## config.mk

```make
export PLATFORM = sky130hd
export DESIGN_NAME = ct_frac
export DESIGN_NICKNAME = d
export VERILOG_FILES = /design/src/hw/rtl/ct_pkg.sv /design/src/hw/rtl/ct_frac.sv
export SDC_FILE = /design/constraint.sdc
export NUM_CORES = 1
export LEC_CHECK = 0
export BUFFER_PORTS_ARGS = -buffer_cell sky130_fd_sc_hd__buf_2
export CAP_MARGIN = 25
export CORE_ASPECT_RATIO = 0.75
export CORE_MARGIN = 2
export CORE_UTILIZATION = 35
export CTS_CLUSTER_DIAMETER = 80
export DETAILED_ROUTE_END_ITERATION = 8
export PLACE_DENSITY_LB_ADDON = 0.2
export SLEW_MARGIN = 10
export SYNTH_ARGS = -nofsm -noshare
export SYNTH_HDL_FRONTEND = slang
export SYNTH_SLANG_ARGS = --single-unit
```

## constraint.sdc

```tcl
create_clock -name clk_i -period 6.1 [get_ports clk_i]
set_input_delay 0 -clock clk_i [delete_from_list [all_inputs] [get_ports clk_i]]
set_output_delay 0 -clock clk_i [all_outputs]
set_load 0.005 [all_outputs]
```

## src/hw/rtl/ct_pkg.sv

```systemverilog
`default_nettype none
// ----------------------------------------------------------------------------
// ct_pkg: shared types and constants of the contour tracer
// Grid geometry, sample and fraction widths, trace directions and phases.
// ----------------------------------------------------------------------------
package ct_pkg;

  localparam int MAX_COLS    = 64;
  localparam int MAX_ROWS    = 64;
  localparam int COL_W       = 6;
  localparam int ROW_W       = 6;
  localparam int ADDR_W      = COL_W + ROW_W;
  localparam int NCELLS      = MAX_COLS * MAX_ROWS;
  localparam int SAMPLE_BITS = 16;
  localparam int FRAC_BITS   = 8;
  localparam int FRAC_W      = FRAC_BITS + 1;
  localparam int PT_W        = 14;
  localparam int CODE_W      = 4;
  localparam int GRID_W      = 7;

  typedef enum logic [1:0] {
    D_LEFT  = 2'd0,
    D_RIGHT = 2'd1,
    D_DOWN  = 2'd2,
    D_UP    = 2'd3
  } dir_e;

  typedef enum logic [1:0] {
    PH_CLASSIFY = 2'd0,
    PH_SCAN     = 2'd1,
    PH_FWD      = 2'd2,
    PH_BWD      = 2'd3
  } phase_e;

  typedef enum logic [1:0] {
    REG_LEVEL = 2'd0,
    REG_COLS  = 2'd1,
    REG_ROWS  = 2'd2
  } reg_e;

  localparam logic OP_LOAD = 1'b0;

  typedef enum logic [3:0] {
    ST_IDLE,
    ST_CLS_RD,
    ST_CLS_WR,
    ST_SCAN_RD,
    ST_SCAN_CHK,
    ST_STEP_RD,
    ST_STEP_UPD,
    ST_PAIR,
    ST_DIV,
    ST_EMIT
  } state_e;

  typedef enum logic [1:0] {
    F_IDLE,
    F_PREP,
    F_DIV
  } fstate_e;

endpackage
`default_nettype wire

```

## src/hw/rtl/ct_frac.sv

```systemverilog
`default_nettype none
// ----------------------------------------------------------------------------
// ct_frac: edge crossing fraction
// Computes (level - a) / (b - a) with FRAC_BITS fraction bits, truncated and
// saturated to 0..1, by restoring division at one quotient bit per cycle.
// ----------------------------------------------------------------------------
module ct_frac (
  input  wire logic                              clk_i,
  input  wire logic                              rst_ni,
  input  wire logic                              go_i,
  input  wire logic signed [ct_pkg::SAMPLE_BITS-1:0] a_i,
  input  wire logic signed [ct_pkg::SAMPLE_BITS-1:0] b_i,
  input  wire logic signed [ct_pkg::SAMPLE_BITS-1:0] level_i,
  output logic                                   done_o,
  output logic [ct_pkg::FRAC_W-1:0]              frac_o
);
  import ct_pkg::*;

  localparam int DW = SAMPLE_BITS + 2;
  localparam int CW = $clog2(FRAC_W + 1);
  localparam logic [FRAC_W-1:0] ONE = FRAC_W'(1) << FRAC_BITS;

  fstate_e              st_q, st_d;
  logic signed [DW-1:0] num_q, num_d, den_q, den_d;
  logic [DW-1:0]        rem_q, rem_d;
  logic [FRAC_W-1:0]    quo_q, quo_d;
  logic [CW-1:0]        cnt_q, cnt_d;
  logic                 done_d;
  logic [FRAC_W-1:0]    frac_d;
  logic signed [DW-1:0] n_s, d_s;
  logic [DW-1:0]        sub;
  logic                 ge;

  always_comb begin
    st_d   = st_q;
    num_d  = num_q;
    den_d  = den_q;
    rem_d  = rem_q;
    quo_d  = quo_q;
    cnt_d  = cnt_q;
    done_d = 1'b0;
    frac_d = frac_o;
    n_s    = (den_q < 0) ? -num_q : num_q;
    d_s    = (den_q < 0) ? -den_q : den_q;
    ge     = (rem_q >= DW'(den_q));
    sub    = ge ? (rem_q - DW'(den_q)) : rem_q;
    case (st_q)
      F_IDLE: begin
        if (go_i) begin
          num_d = DW'(level_i) - DW'(a_i);
          den_d = DW'(b_i) - DW'(a_i);
          st_d  = F_PREP;
        end
      end
      F_PREP: begin
        if (den_q == 0 || n_s <= 0) begin
          frac_d = '0;
          done_d = 1'b1;
          st_d   = F_IDLE;
        end else if (n_s >= (d_s <<< 1)) begin
          frac_d = ONE;
          done_d = 1'b1;
          st_d   = F_IDLE;
        end else begin
          den_d = d_s;
          rem_d = DW'(n_s);
          quo_d = '0;
          cnt_d = CW'(FRAC_W);
          st_d  = F_DIV;
        end
      end
      F_DIV: begin
        quo_d = {quo_q[FRAC_W-2:0], ge};
        rem_d = sub << 1;
        cnt_d = cnt_q - 1'b1;
        if (cnt_q == CW'(1)) begin
          frac_d = ({quo_q[FRAC_W-2:0], ge} > ONE) ? ONE : {quo_q[FRAC_W-2:0], ge};
          done_d = 1'b1;
          st_d   = F_IDLE;
        end
      end
      default: st_d = F_IDLE;
    endcase
  end

  always_ff @(posedge clk_i or negedge rst_ni) begin
    if (!rst_ni) begin
      st_q   <= F_IDLE;
      done_o <= 1'b0;
      cnt_q  <= '0;
    end else begin
      st_q   <= st_d;
      done_o <= done_d;
      cnt_q  <= cnt_d;
    end
  end

  always_ff @(posedge clk_i) begin
    num_q  <= num_d;
    den_q  <= den_d;
    rem_q  <= rem_d;
    quo_q  <= quo_d;
    frac_o <= frac_d;
  end

endmodule
`default_nettype wire

```

* Word level (Yosys, flattened, before mapping)
Index checks and enable logic that the tools add are counted.
** Word-level totals
- Register bits after elaboration :: 78
- Input port bits :: 51
- Output and inout bits :: 10
- Word-level logic and storage cells :: 70
** Operators by class
- $add $sub $neg :: 6
- $lt $le $gt $ge :: 5
- Eq/ne operators :: 9
- Multiplexer cells :: 30
- Reduce and logical (&&, ||, !) cells :: 11
** Operators with widths (count)
- 18-bit two-way mux :: 7
- 18-bit case mux with 2 select lines :: 2
- 18-bit >= comparator :: 2
- 9-bit two-way mux :: 4
- 18-bit negator :: 2
- 16-bit by 16-bit subtractor with 17-bit output :: 2
- 32-bit zero test :: 1
- 18-bit by 1-bit <= comparator with 1-bit output (second input constant) :: 1
- 18-bit by 1-bit less-than comparator with 1-bit output (second input constant) :: 1
- 9-bit case mux with 2 select lines :: 1
- 17-bit two-way mux :: 1
- 17-bit subtractor :: 1
- 8-bit two-way mux :: 2
- 8-bit case mux with 2 select lines :: 1
- 2-bit inequality test (second input constant) :: 5
- 9-bit > comparator (second input constant) :: 1
- 2-bit two-way mux :: 4
- 4-bit two-way mux :: 2
- 4-bit case mux with 2 select lines :: 1
- 2-bit case mux with 3 select lines :: 1
- 3-bit AND reduction :: 2
- 5-bit AND reduction :: 1
- 4-bit by 1-bit == test with 1-bit output (second input constant) :: 1
- 2-bit AND reduction :: 2
- other kinds (10) :: 13

* Depth between registers and ports, before layout
- Depth after elaboration :: 6
- Gate-level depth with buffers :: 15
- Mapped depth without buffers :: 15

* Worst setup path before layout
No wires, ideal clock.
- Path kind :: register to register
- Start point :: register num_q[8]
- End point :: register quo_q[0] (enable)
- Library setup time :: 0.412 ns
- Arrival time :: 4.277 ns
- Data required time :: 5.688 ns
- Path slack :: 1.411 ns
- Cell stages (with the launch flop) :: 14
- Buffers on the path :: 1
- Period minus slack after synthesis :: 4.689 ns
- Cells stage by stage :: edfxtp_1 or4_1 buf_2 or4_1 o21ai_0 xnor2_1 ha_1 a21o_1 a211oi_1 nand3_1 o21ai_0 a31o_2 a21oi_1 nor2b_1
** On the way
- Word-level cells in the longest chain between the ends :: 6
- Elaborated cells on any way between the ends :: 8
- Those cells by class :: 1 x add/sub; 2 x order compare; 2 x eq/ne; 1 x mux; 2 x reduce/logical
** Ends and longest elaborated chain
- start: declaration :: RTL line ct_frac.sv:24 : logic signed [DW-1:0] num_q, num_d, den_q, den_d;
- start signal: assignment :: RTL line ct_frac.sv:99 : num_q <= num_d;
- 18-bit negator :: RTL line ct_frac.sv:43 : n_s = (den_q < 0) ? -num_q : num_q;
- 18-bit two-way mux (*) :: RTL line ct_frac.sv:43
- 18-bit by 1-bit <= comparator with 1-bit output :: RTL line ct_frac.sv:56 : if (den_q == 0 || n_s <= 0) begin
- 1-bit logical OR :: RTL line ct_frac.sv:56
- 2-bit inequality test (no line)
- 3-bit AND reduction (no line) (*)
- end signal: assignment :: RTL line ct_frac.sv:102 : quo_q <= quo_d;
- end: declaration :: RTL line ct_frac.sv:26 : logic [FRAC_W-1:0] quo_q, quo_d;
Mark *: on every way between the ends. The rest lies on a longest branch, timed or not.
A chain may end at the register's enable or synchronous reset.

* Worst setup path after layout
- Start point :: register den_q[2]
- End point :: register frac_o[0] (netlist bit) (enable)
** On the way
- Word-level cells in the longest chain between the ends :: 6
- Elaborated cells on any way between the ends :: 10
- Those cells by class :: 1 x add/sub; 3 x order compare; 1 x eq/ne; 2 x mux; 3 x reduce/logical
** Ends and longest elaborated chain
- start: declaration :: RTL line ct_frac.sv:24
- start signal: assignment :: RTL line ct_frac.sv:100 : den_q <= den_d;
- 18-bit by 1-bit less-than comparator with 1-bit output :: RTL line ct_frac.sv:43, ct_frac.sv:44
- 18-bit two-way mux :: RTL line ct_frac.sv:43
- 18-bit by 1-bit <= comparator with 1-bit output :: RTL line ct_frac.sv:56
- 1-bit logical OR :: RTL line ct_frac.sv:56
- 3-bit inequality test (no line) (*)
- 3-bit AND reduction (no line) (*)
- end signal: assignment :: RTL line ct_frac.sv:103 : frac_o <= frac_d;
- end: declaration :: RTL line ct_frac.sv:15 : output logic [ct_pkg::FRAC_W-1:0] frac_o
Mark *: on every way between the ends. The rest lies on a longest branch, timed or not. The select of a mux whose other input is x is not followed.

==> out/metrics.csv <==
stage;metric;value;unit
detailed_routing;drcViolationCount;0;
synth;synth_edf_count;70;
sta;setup_ws;1.51;ns
clock_tree;postCtsSetupRepairBufs;0;
clock_tree;path_clk_slew;0.06;ns
sta;fin_crit_sh;75.2;%
clock_tree;htree_levels;3;
clock_tree;cts.repair.resized;0;
power_and_ir_drop;p_leak;0.00330;uW
synth;synth_nets;865;
synth;yosys_register_bits;77;
sta;rsz0062_at_grt;no;
layout;mostFrequentLayoutCell;ha_1;
grt;grt_max_degree;34;
synth;synth-async-reset-ratio;9.09;%
power_and_ir_drop;power;4490;uW
detailed_routing;detail_route.first_pass.iterations;5;
sta;worstMarginPinSlew;0.899;ns
synth;ys_warn_count;0;
floorplanning;rows;43;
placed_design;pre_cts_slack;1.52;ns
detailed_routing;wl_per_cell;15.5;um
synth;synth_area;6730;sq um
outcome;status;completed;
synth;syn_area_per_cell;9.12;sq um
sta;final.setup_skew;0.00507;ns
layout;fin_nets;927;
clock_tree;cts.path.max_buffers;2;
layout;drive_gt1_share;13.0;%
synth;synth_top_area_share;31.2;%
synth;synth_ff_type;edfxtp_1;
critical_path;cp_max_fo;9;
sta;fmax;218;MHz
synth;yosysTopAreaCell;edfxtp_1;
placed_design;hpwl;12800;um
layout;fill_cells;1873;
placed_design;routabilityCongestion;0.874;
floorplanning;ioPinCount;61;
synth;ys_seq_area_share;33.8;%
sta;tns;0;ns
clock_tree;cts_tree;done;
critical_path;cp-end-kind;flop;
power_and_ir_drop;peakVddDrop;0.000189;V
placed_design;portBuffers;60;
hold_path;hp-class;in -> async;
synth;synthTopCellsByArea;edfxtp_1 (31%), ha_1 (14%), xnor2_1 (5.9%), a21oi_1 (4.5%), inv_1 (4.0%);
grt;grt_usage;16.8;%
placed_design;place_area;7340;sq um
detailed_routing;via_count;5406;
detailed_routing;ant_nets;0;
sta;setup_viol_count_final;0;
layout;fin_area;7680;sq um
grt;antenna_found_initial;0;
floorplanning;core-area;18700;sq um
detailed_routing;routed_wl;16300;um
layout;antenna_cells;0;
critical_path;arrival;4.56;ns
synth;synth_cell_types;65;
critical_path;path_class;reg -> reg;
floorplanning;start_util;36.0;%
run;max-cap-violations;0;
clock_tree;root_buffer;clkbuf_16;
grt;grt_pass1_vias;5086;
critical_path;r2r_cells;14;
floorplanning;floorplan.die.height;124;um
clock_tree;clkLatencyLatePin;0.35;ns
grt;gr-total-overflow;0;
layout;area_delta_synth_final;14.2;%
synth;synthCells;738;
sta;period_minus_slack;4.59;ns
grt;grt_pass1_wl;26600;um
clock_tree;clock-sinks;77;
critical_path;crit_required;6.08;ns
sta;relSlewSlack;40.1;%
power_and_ir_drop;power_density;585;nW/um^2
sta;fin_hold_ws;0.0108;ns
sta;hold_violations;0;
floorplanning;fp.dieW;164;um
floorplanning;die_area;20400;sq um
layout;final_cell_mix;ha_1 (73), inv_1 (71), edfxtp_1 (70);
clock_tree;cts_made_buffers;9;
detailed_routing;vias_per_cell;5.14;
detailed_routing;drt_iter0_drc;240;
critical_path;worstSetupStartpointType;flop;
sta;slew_viol_final;0;
[repair_timing]
action / 4_1_cts / 5_1_grt
hold endpoints to repair: 8 / 0
setup endpoints to repair: 0 / 0
hold buffers: 2 / 0
[where the power goes]
part | internal [uW] | total [uW] | switching [uW] | leakage [uW]
logic | 1150 | 2780 | 1630 | 0.00240
clock network | 360 | 594 | 235 | 0.000144
registers | 953 | 1120 | 165 | 0.000753
[stage by stage]
step / std cells / utilization, %
global route: 1052 / 41.1
floorplan: 738 / -
detailed placement: 1034 / 39.3
finish: 1052 / 41.1
CTS: 1052 / 41.1
global placement: 1033 / 39.2
[layer usage]
layer	global-route usage [%]	vias to the layer above	part of all wire (%)
met5	0	-	0
met4	2.52	0	0.54
met3	3.70	10	4.3
met2	23.1	101	38
met1	26.8	2475	57
li1	-	2820	-
[cell type report]
type / count / area (sq um) / area share, %
clock buffer: 9 / 225 / 2.93
clock inverter: 7 / 98.8 / 1.29
inverter: 71 / 267 / 3.47
multi-input combinational: 571 / 4120 / 53.6
sequential: 77 / 2280 / 29.7
tap: 247 / 309 / 4.02
timing repair buffer: 70 / 388 / 5.05
[cells in the mapped netlist, drive strengths merged, types with 4 or more instances]
master,n
a211oi,10
a21boi,7
a21o,13
a21oi,61
a31o,4
a31oi,5
and2,18
and3,7
buf,5
clkbuf,14
dfrtp,7
edfxtp,70
ha,73
inv,71
mux2i,22
nand2,42
nand2b,9
nand3,14
nand4,8
nor2,66
nor2b,10
nor3,16
o211ai,4
o21a,12
o21ai,34
o21bai,5
o31ai,9
o41ai,5
or2,6
or3,11
or4,6
xnor2,45
xor2,10
[sequential cells by signal, summed over array words and instances (netlist names)]
| name | count |
|---|---|
| done_o | 1 |
| den_q | 18 |
| num_q | 17 |
| frac_o | 9 |
| quo_q | 8 |
| rem_q | 18 |
| cnt_q | 4 |
| st_q | 2 |
[final timing paths]
path                            startpoint        end  slack, ns
worst min register to register    quo_q[3]  frac_o[4]       0.54
worst min-delay path                rst_ni     done_o       0.01
max in group asynchronous           rst_ni    st_q[0]       5.93
worst max register to register    den_q[2]  frac_o[0]       1.51
min in group clk_i                  a_i[0]   num_q[0]       0.07
worst max-delay path              den_q[2]  frac_o[0]       1.51
[critical path, stage by stage (launching register included)]
cell,delay [ns]
edfxtp_1,0.44
nor3_1,0.28
nand3_1,0.20
or4_1,0.58
o21ai_0,0.22
xnor2_1,0.13
ha_1,0.31
o2111ai_1,0.13
nor2_1,0.11
o21ai_0,0.08
o211a_1,0.14
maj3_1,0.36
a31o_2,0.32
and2_4,0.18
a21oi_1,0.72
[cell families (layout without fill, tap and decap cells)]
| group | count (synthesis) | in the layout | synth area share, % |
|---|---|---|---|
| AO/OA/AOI/OAI | 193 | 193 | 19.2 |
| XOR/XNOR | 55 | 55 | 7.16 |
| adder cells (fa/ha/maj) | 77 | 77 | 14.6 |
| buffers and inverters | 90 | 157 | 5.08 |
| flip-flops | 77 | 77 | 33.8 |
| multiplexers | 25 | 25 | 3.78 |
| AND/OR/NAND/NOR | 221 | 221 | 16.3 |
No activity file was read; power rests on OpenSTA's default activity.
